$ cat src/sv/i2p_pkg.sv
// Shared types, operator codes and precedence tables of the infix-to-postfix converter.
package i2p_pkg;

  localparam int STACK_DEPTH_DEF = 32;

  localparam logic [2:0] OP_ADD  = 3'd0;
  localparam logic [2:0] OP_SUB  = 3'd1;
  localparam logic [2:0] OP_MUL  = 3'd2;
  localparam logic [2:0] OP_DIV  = 3'd3;
  localparam logic [2:0] OP_POW  = 3'd4;
  localparam logic [2:0] OP_LPAR = 3'd5;
  localparam logic [2:0] OP_RPAR = 3'd6;
  localparam logic [2:0] OP_NONE = 3'd7;

  localparam logic ACT_CHAR = 1'b0;
  localparam logic ACT_END  = 1'b1;

  localparam logic KIND_CHAR     = 1'b0;
  localparam logic KIND_OVERFLOW = 1'b1;

  typedef struct packed {
    logic load;
    logic rd_en;
    logic pop;
    logic push;
    logic emit_operand;
    logic emit_pop;
    logic emit_ovf;
    logic flush;
  } i2p_cmd_t;

  typedef struct packed {
    logic new_operand;
    logic is_end;
    logic count_zero;
    logic full;
    logic prec_gt;
    logic prec_eq;
    logic pend_valid;
    logic out_free;
  } i2p_status_t;

  function automatic logic [2:0] classify(input logic [7:0] c);
    logic [2:0] code;
    code = OP_NONE;
    unique case (c)
      8'h2B: code = OP_ADD;
      8'h2D: code = OP_SUB;
      8'h2A: code = OP_MUL;
      8'h2F: code = OP_DIV;
      8'h5E: code = OP_POW;
      8'h28: code = OP_LPAR;
      8'h29: code = OP_RPAR;
      default: code = OP_NONE;
    endcase
    return code;
  endfunction

  function automatic logic [7:0] op_char(input logic [2:0] code);
    logic [7:0] c;
    c = 8'h2B;
    unique case (code)
      OP_ADD:  c = 8'h2B;
      OP_SUB:  c = 8'h2D;
      OP_MUL:  c = 8'h2A;
      OP_DIV:  c = 8'h2F;
      OP_POW:  c = 8'h5E;
      OP_LPAR: c = 8'h28;
      OP_RPAR: c = 8'h29;
      default: c = 8'h2B;
    endcase
    return c;
  endfunction

  // Precedences are offset by one so that the empty stack ranks as zero.
  function automatic logic [3:0] prec_incoming(input logic [2:0] code);
    logic [3:0] p;
    p = 4'd0;
    unique case (code)
      OP_ADD, OP_SUB: p = 4'd2;
      OP_MUL, OP_DIV: p = 4'd4;
      OP_POW:         p = 4'd7;
      OP_LPAR:        p = 4'd8;
      OP_RPAR:        p = 4'd1;
      default:        p = 4'd0;
    endcase
    return p;
  endfunction

  function automatic logic [3:0] prec_stacked(input logic [2:0] code);
    logic [3:0] p;
    p = 4'd0;
    unique case (code)
      OP_ADD, OP_SUB: p = 4'd3;
      OP_MUL, OP_DIV: p = 4'd5;
      OP_POW:         p = 4'd6;
      OP_LPAR:        p = 4'd1;
      OP_RPAR:        p = 4'd0;
      default:        p = 4'd0;
    endcase
    return p;
  endfunction

endpackage

$ cat src/sv/infix_to_postfix_converter.sv
// Top level of the infix-to-postfix converter: controller, datapath and checks.
// The block takes one expression character or end marker per input beat and returns
// postfix characters as output beats, with tlast on the final beat that an input causes
// and tuser set on the single beat that reports a dropped operator on a full stack.
// An operand goes from IDLE straight to FINISH; an operator or end marker stays in DECIDE
// while operators are popped, since every stack compare waits on the registered read
// of the stack RAM and each emitting pop reads the next entry in the same cycle. A result
// beat waits in a one-entry holding register until the next one is known, so it can
// carry tlast; the output register lets the next beat be prepared while one is stalled.
module infix_to_postfix_converter #(
  parameter int STACK_DEPTH = i2p_pkg::STACK_DEPTH_DEF
) (
  input  logic       clk,
  input  logic       rst,
  input  logic       s_tvalid,
  output logic       s_tready,
  input  logic [7:0] s_tdata,   // [7:0] char_in
  input  logic       s_tuser,   // [0] action
  output logic       m_tvalid,
  input  logic       m_tready,
  output logic [7:0] m_tdata,   // [7:0] out_char
  output logic       m_tuser,   // [0] kind
  output logic       m_tlast
);

  i2p_pkg::i2p_cmd_t    cmd;
  i2p_pkg::i2p_status_t status;

  i2p_ctrl u_ctrl (
    .clk     (clk),
    .rst     (rst),
    .s_tvalid(s_tvalid),
    .s_tready(s_tready),
    .status  (status),
    .cmd     (cmd)
  );

  i2p_dp #(
    .STACK_DEPTH(STACK_DEPTH)
  ) u_dp (
    .clk     (clk),
    .rst     (rst),
    .s_tdata (s_tdata),
    .s_tuser (s_tuser),
    .m_tdata (m_tdata),
    .m_tuser (m_tuser),
    .m_tlast (m_tlast),
    .m_tvalid(m_tvalid),
    .m_tready(m_tready),
    .cmd     (cmd),
    .status  (status)
  );

  a_push_not_full: assert property (@(posedge clk) disable iff (rst)
    cmd.push |-> !status.full)
    else $error("push issued on a full operator stack");

  a_pop_not_empty: assert property (@(posedge clk) disable iff (rst)
    cmd.pop |-> !status.count_zero)
    else $error("pop issued on an empty operator stack");

  a_one_result_move: assert property (@(posedge clk) disable iff (rst)
    $onehot0({cmd.emit_operand, cmd.emit_pop, cmd.emit_ovf, cmd.flush}))
    else $error("more than one result source in a cycle");

  a_overflow_zero: assert property (@(posedge clk) disable iff (rst)
    (m_tvalid && m_tuser) |-> (m_tdata == 8'h00))
    else $error("overflow beat carries a nonzero character");

endmodule

$ cat src/sv/i2p_ram.sv
// Generic single-write, single-read RAM with registered read data.
module i2p_ram #(
  parameter int WIDTH = 3,
  parameter int DEPTH = 32
) (
  input  logic                     clk,
  input  logic                     we,
  input  logic [$clog2(DEPTH)-1:0] waddr,
  input  logic [WIDTH-1:0]         wdata,
  input  logic                     re,
  input  logic [$clog2(DEPTH)-1:0] raddr,
  output logic [WIDTH-1:0]         rdata
);

  logic [WIDTH-1:0] mem [DEPTH];

  always_ff @(posedge clk) begin
    if (we) begin
      mem[waddr] <= wdata;
    end
    if (re) begin
      rdata <= mem[raddr];
    end
  end

endmodule

$ cat src/sv/i2p_ctrl.sv
// Controller state machine that sequences accept, stack compare, pops and result flushing.
module i2p_ctrl (
  input  logic                 clk,
  input  logic                 rst,
  input  logic                 s_tvalid,
  output logic                 s_tready,
  input  i2p_pkg::i2p_status_t status,
  output i2p_pkg::i2p_cmd_t    cmd
);

  typedef enum logic [2:0] {
    ST_IDLE   = 3'b001,
    ST_DECIDE = 3'b010,
    ST_FINISH = 3'b100
  } state_t;

  state_t state, state_next;
  logic   can_emit;

  assign can_emit = !status.pend_valid || status.out_free;
  assign s_tready = (state == ST_IDLE);

  always_comb begin
    cmd        = '0;
    state_next = state;
    unique case (state)
      ST_IDLE: begin
        if (s_tvalid) begin
          cmd.load = 1'b1;
          if (status.new_operand) begin
            cmd.emit_operand = 1'b1;
            state_next       = ST_FINISH;
          end else begin
            cmd.rd_en  = 1'b1;
            state_next = ST_DECIDE;
          end
        end
      end
      ST_DECIDE: begin
        if (status.is_end) begin
          if (status.count_zero) begin
            state_next = ST_FINISH;
          end else if (can_emit) begin
            cmd.emit_pop = 1'b1;
            cmd.pop      = 1'b1;
            cmd.rd_en    = 1'b1;
          end
        end else if (status.prec_gt) begin
          if (status.full) begin
            if (can_emit) begin
              cmd.emit_ovf = 1'b1;
              state_next   = ST_FINISH;
            end
          end else begin
            cmd.push   = 1'b1;
            state_next = ST_FINISH;
          end
        end else if (status.prec_eq) begin
          cmd.pop    = 1'b1;
          state_next = ST_FINISH;
        end else if (can_emit) begin
          cmd.emit_pop = 1'b1;
          cmd.pop      = 1'b1;
          cmd.rd_en    = 1'b1;
        end
      end
      ST_FINISH: begin
        if (!status.pend_valid) begin
          state_next = ST_IDLE;
        end else if (status.out_free) begin
          cmd.flush  = 1'b1;
          state_next = ST_IDLE;
        end
      end
      default: begin
        state_next = ST_IDLE;
      end
    endcase
  end

  always_ff @(posedge clk) begin
    if (rst) begin
      state <= ST_IDLE;
    end else begin
      state <= state_next;
    end
  end

endmodule

$ cat src/sv/i2p_dp.sv
// Datapath: operator stack, precedence compare, pending result and output register.
module i2p_dp #(
  parameter int STACK_DEPTH = i2p_pkg::STACK_DEPTH_DEF
) (
  input  logic                 clk,
  input  logic                 rst,
  input  logic [7:0]           s_tdata,
  input  logic                 s_tuser,
  output logic [7:0]           m_tdata,
  output logic                 m_tuser,
  output logic                 m_tlast,
  output logic                 m_tvalid,
  input  logic                 m_tready,
  input  i2p_pkg::i2p_cmd_t    cmd,
  output i2p_pkg::i2p_status_t status
);

  localparam int AW = (STACK_DEPTH > 1) ? $clog2(STACK_DEPTH) : 1;
  localparam int CW = $clog2(STACK_DEPTH + 1);
  localparam logic [CW-1:0] FULL_COUNT = CW'(STACK_DEPTH);

  logic          act;
  logic [2:0]    code;
  logic [CW-1:0] count;
  logic [2:0]    rdata;
  logic [CW-1:0] rd_count;
  logic [AW-1:0] raddr;
  logic [3:0]    top_prec;
  logic [3:0]    in_prec;
  logic          pend_valid;
  logic [7:0]    pend_char;
  logic          pend_kind;
  logic [7:0]    new_char;
  logic          new_emit;
  logic          out_free;

  assign rd_count = cmd.pop ? (count - CW'(2)) : (count - CW'(1));
  assign raddr    = rd_count[AW-1:0];

  i2p_ram #(
    .WIDTH(3),
    .DEPTH(STACK_DEPTH)
  ) u_stack (
    .clk  (clk),
    .we   (cmd.push),
    .waddr(count[AW-1:0]),
    .wdata(code),
    .re   (cmd.rd_en),
    .raddr(raddr),
    .rdata(rdata)
  );

  assign top_prec = (count == '0) ? 4'd0 : i2p_pkg::prec_stacked(rdata);
  assign in_prec  = i2p_pkg::prec_incoming(code);
  assign out_free = !m_tvalid || m_tready;

  always_comb begin
    status             = '0;
    status.new_operand = (s_tuser == i2p_pkg::ACT_CHAR) &&
                         (i2p_pkg::classify(s_tdata) == i2p_pkg::OP_NONE);
    status.is_end      = (act == i2p_pkg::ACT_END);
    status.count_zero  = (count == '0);
    status.full        = (count == FULL_COUNT);
    status.prec_gt     = in_prec > top_prec;
    status.prec_eq     = in_prec == top_prec;
    status.pend_valid  = pend_valid;
    status.out_free    = out_free;
  end

  assign new_emit = cmd.emit_operand || cmd.emit_pop || cmd.emit_ovf;

  always_comb begin
    priority if (cmd.emit_operand) begin
      new_char = s_tdata;
    end else if (cmd.emit_pop) begin
      new_char = i2p_pkg::op_char(rdata);
    end else begin
      new_char = 8'h00;
    end
  end

  always_ff @(posedge clk) begin
    if (cmd.load) begin
      act  <= s_tuser;
      code <= i2p_pkg::classify(s_tdata);
    end
    if (new_emit) begin
      pend_char <= new_char;
      pend_kind <= cmd.emit_ovf ? i2p_pkg::KIND_OVERFLOW : i2p_pkg::KIND_CHAR;
    end
    if ((new_emit && pend_valid) || cmd.flush) begin
      m_tdata <= pend_char;
      m_tuser <= pend_kind;
      m_tlast <= cmd.flush;
    end
  end

  always_ff @(posedge clk) begin
    if (rst) begin
      count      <= '0;
      pend_valid <= 1'b0;
      m_tvalid   <= 1'b0;
    end else begin
      if (cmd.push) begin
        count <= count + CW'(1);
      end else if (cmd.pop) begin
        count <= count - CW'(1);
      end
      if (new_emit) begin
        pend_valid <= 1'b1;
      end else if (cmd.flush) begin
        pend_valid <= 1'b0;
      end
      if ((new_emit && pend_valid) || cmd.flush) begin
        m_tvalid <= 1'b1;
      end else if (m_tready) begin
        m_tvalid <= 1'b0;
      end
    end
  end

endmodule
$ cat config.mk
export PLATFORM = sky130hd
export DESIGN_NAME = infix_to_postfix_converter
export DESIGN_NICKNAME = d
export VERILOG_FILES = /design/src/sv/i2p_pkg.sv /design/src/sv/infix_to_postfix_converter.sv /design/src/sv/i2p_ram.sv /design/src/sv/i2p_ctrl.sv /design/src/sv/i2p_dp.sv
export SDC_FILE = /design/constraint.sdc
export NUM_CORES = 1
export LEC_CHECK = 0
export BUFFER_PORTS_ARGS = -buffer_cell sky130_fd_sc_hd__buf_2
export CELL_PAD_IN_SITES_DETAIL_PLACEMENT = 0
export CELL_PAD_IN_SITES_GLOBAL_PLACEMENT = 1
export CORE_MARGIN = 4
export CORE_UTILIZATION = 46
export DETAILED_ROUTE_END_ITERATION = 16
export PLACE_DENSITY_LB_ADDON = 0.1
export SYNTH_ARGS = -nofsm -noshare
export SYNTH_HDL_FRONTEND = slang
export SYNTH_SLANG_ARGS = --single-unit
$ cat constraint.sdc
create_clock -name clk -period 4.05 [get_ports clk]
set_input_delay 0.2025 -clock clk [delete_from_list [all_inputs] [get_ports clk]]
set_output_delay 0.2025 -clock clk [all_outputs]
set_load 0.02 [all_outputs]
==> impl_results.md <==
- M1 wire length: 7.23 mm
- Final GP Congestion: 0.861
- CP arrival: 4.15 ns
- Worst slew margin: 0.602
- Layout Skew: 0.00779 ns
- Fill count: 1,094
- Yosys cell types: 68
- Top FF cell, synth: edfxtp_1
- Post-synthesis async set-or-reset flop share: 0
- FF-to-FF Start: u_dp.count[1]
- Final period util: 0.967
- Initial DRC Count: 393
- Post-synthesis cell count: 516
- Setup-failing EPs final: 0
- Critical-path cell list: inv_2 -> ha_2 -> or4b_4 -> buf_6 -> o22ai_1 -> ha_1 -> a41o_4 -> a31o_4 -> buf_4 -> buf_4 -> nand4_1 -> a21oi_1 -> or4_1 -> a211oi_2 -> a311oi_2 -> o31ai_1
- Yosys warns: 0
- Mapped Nets: 539
- # diodes: 0
- Sequential fraction of the synthesis area: 0.610
- Final hold slack: 0.0853 ns
- Worst setup startpoint: u_dp.count[1]
- Vias in the first global route: 4,224
- Initial antenna violation count: 0
- CP dominant cell by count: buf_4
- Status: finished, final reports clean
- Reg2reg end: u_dp.u_stack.rdata[0]
- Worst slack, placed: -0.0193 ns
- TNS Setup: 0 ns
- Critical Path Fanout Max: 7
- Clock transition at the registers of the reported paths: 0.06 ns
- Number of port buffers: 24
- Slowest CP cell: or4b_4
- NumNets Final: 612
- P per Cell Area: 418 mW/mm^2
- Fraction of layout cells with a size suffix above 1: 0.254
- Die Ht: 126 um
- Fmax: 0.255 GHz
- FF+latch count, synth: 133
- Post-DP HPWL: 11.1 mm
- I/O Pins: 25
- Clk sinks: 133
- Depth of the most critical reg-to-reg path: 16
- Clk_lat worst skew: 0.42 ns
- Critical path destination: u_dp.u_stack.rdata[0]
- Root buf cell: clkbuf_16
- Gr usage total: 0.200
- CTS tree: done
- Final WS setup: 0.136 ns
- Leakage: 2.59 nW
- Crit path required time: 4.29 ns
- Final Hold Viols: 0
- Max Slew Vio Count: 0
- Worst min-delay path category: in2reg
- H-tree levels: 4
- Total iterations of the first detailed-routing run: 4
- Core area: 0.0134 sq mm
- WS Path Type: reg2reg
- Avg Synthesized Cell Area: 12.3 sq um
- Crit end category: flip-flop
- Reg-to-reg setup timing slack: 0.14 ns
- Remaining global-route overflow: 0
- Post-DRT Antenna Nets: 0
- Largest net degree at the start of global routing: 31
- Worst IR Drop VDD: 0.000523 V
- Die width: 126 um
- CTS max path bufs: 2
- Core Rows: 42
- CP Launch Type: flip-flop
- Met3 WL post-DR: 977 um
- Total power: 0.00322 W
- DR WL/cell: 20.4 um
- Most common cell after layout, fill and taps aside: edfxtp_1
- Layout area overhead: 21.0%
- Vias: 4,609
- Die area: 0.0158 sq mm
- Number of flops mapped to enable cells by yosys: 122
- WL met2: 7.48 mm
- First-pass GRT wire length: 23.7 mm
- Crit path time final: 3.91 ns
- Maxcap violations: 0
- Vias per inst: 5.92
- Routed WL: 15.8 mm
- CP peak stage delay: 0.49 ns
- Highest routed layer: met4
- Initial core utilization: 0.475
- Most frequent cells in the layout: edfxtp_1, nor2_1, buf_4, nand2_1, buf_2
- Drt drc: 0
- Mapped Area: 0.00637 sq mm
- Tightest Pin Transition: 0.596 ns
- TritonCTS Buffers: 17
[cell type report]
class / instances / area (sq um) / share of cell area
sequential: 133 / 3880 / 0.504
multi-input combinational: 355 / 2480 / 0.322
timing repair buffer: 72 / 490 / 0.0637
clock buffer: 19 / 433 / 0.0562
tap: 176 / 220 / 0.0286
clock inverter: 13 / 158 / 0.0205
inverter: 10 / 38.8 / 0.00503
[where the power goes]
| group | internal, W | switching [W] | leakage [nW] | total [W] |
|---|---|---|---|---|
| sequential | 0.00150 | 0.0000107 | 1.17 | 0.00151 |
| clock | 0.000964 | 0.000568 | 0.281 | 0.00153 |
| combinational | 0.0000712 | 0.000101 | 1.14 | 0.000173 |
[critical path: cells and delay by family, from the launching register on]
family	cells	cell delay (ns)
adder cells (fa/ha/maj)	2	0.45
buffers and inverters	4	0.48
AND/OR/NAND/NOR	3	1.16
AO/OA/AOI/OAI	7	1.32
flip-flops	1	0.32
[routing by layer]
metal  vias up  global-route usage
li1       2160                   -
met1      2268               0.279
met2       167               0.308
met3        14              0.0546
met4         0              0.0599
met5         -                   0
[registers in the layout, summed over array words and instances, names as in the netlist]
name / count
u_dp.m_tvalid: 1
u_dp.u_stack.mem: 96
u_dp.u_stack.rdata: 3
u_dp.code: 3
u_dp.count: 6
u_dp.act: 1
u_dp.m_tdata: 8
u_dp.m_tuser: 1
u_dp.pend_char: 8
u_dp.pend_valid: 1
u_dp.m_tlast: 1
u_ctrl.state: 3
u_dp.pend_kind: 1
[through the flow]
stage               utilization  cell area, sq um  cells
detailed placement        0.513              6870    730
floorplan                     -              6380    516
finish                    0.575              7700    778
CTS                       0.557              7470    763
global placement          0.513              6870    730
global route              0.575              7700    778
[logic make-up after synthesis]
group           Yosys count  share of synthesized area
simple gates            184                      0.143
flops                   133                      0.610
compound gates          126                      0.147
buf+inv                  29                     0.0220
mux                      25                     0.0424
fa+ha+maj                10                     0.0196
xor+xnor                  9                     0.0153
[synthesized netlist by cell type, drive strengths merged (3+ instances only)]
library cell	number	area, sq um
o32ai	5	51.3
nor2b	7	43.8
a32oi	6	52.6
inv	9	33.8
nand2	39	146
o31ai	3	22.5
mux2	16	180
nand2b	3	18.8
xnor2	6	71.3
a22oi	6	45.0
o22ai	16	100
nand3	8	40.0
a22o	4	35.0
and2	6	37.5
a21oi	24	135
a31oi	4	25.0
nor4	5	31.3
a311oi	4	35.0
ha	10	125
or3	5	31.3
o2bb2ai	4	35.0
clkbuf	11	41.3
o21ai	16	91.3
edfxtp	122	3660
and3	13	81.3
nor3b	3	22.5
a31o	4	35.0
nor3	18	95.1
dfxtp	11	220
xor2	3	26.3
nand4	3	18.8
buf	8	61.3
o211ai	3	22.5
nor2	63	251
mux2i	9	90.1
a211oi	16	130
[how the worst min path moves through the flow]
stage,start,end,slack (ns),cells past startpoint
finish,s_tdata[3],u_dp.pend_char[3],0.09,2
global route,s_tdata[3],u_dp.pend_char[3],0.08,2
CTS,s_tdata[3],u_dp.pend_char[3],0.07,2
detailed placement,s_tuser,u_dp.act,0.40,1
global placement,s_tuser,u_dp.act,0.40,1
floorplan,s_tuser,u_dp.act,0.30,0
[timing repair]
action	4_1_cts	5_1_grt
resized for setup	1	21
cloned	0	1
endpoints found under the hold margin	1	0
endpoints found under the setup margin	2	3
setup buffers	0	14
hold buffers	1	0
pin swaps	1	15
No activity file was read; power rests on OpenSTA's default activity.
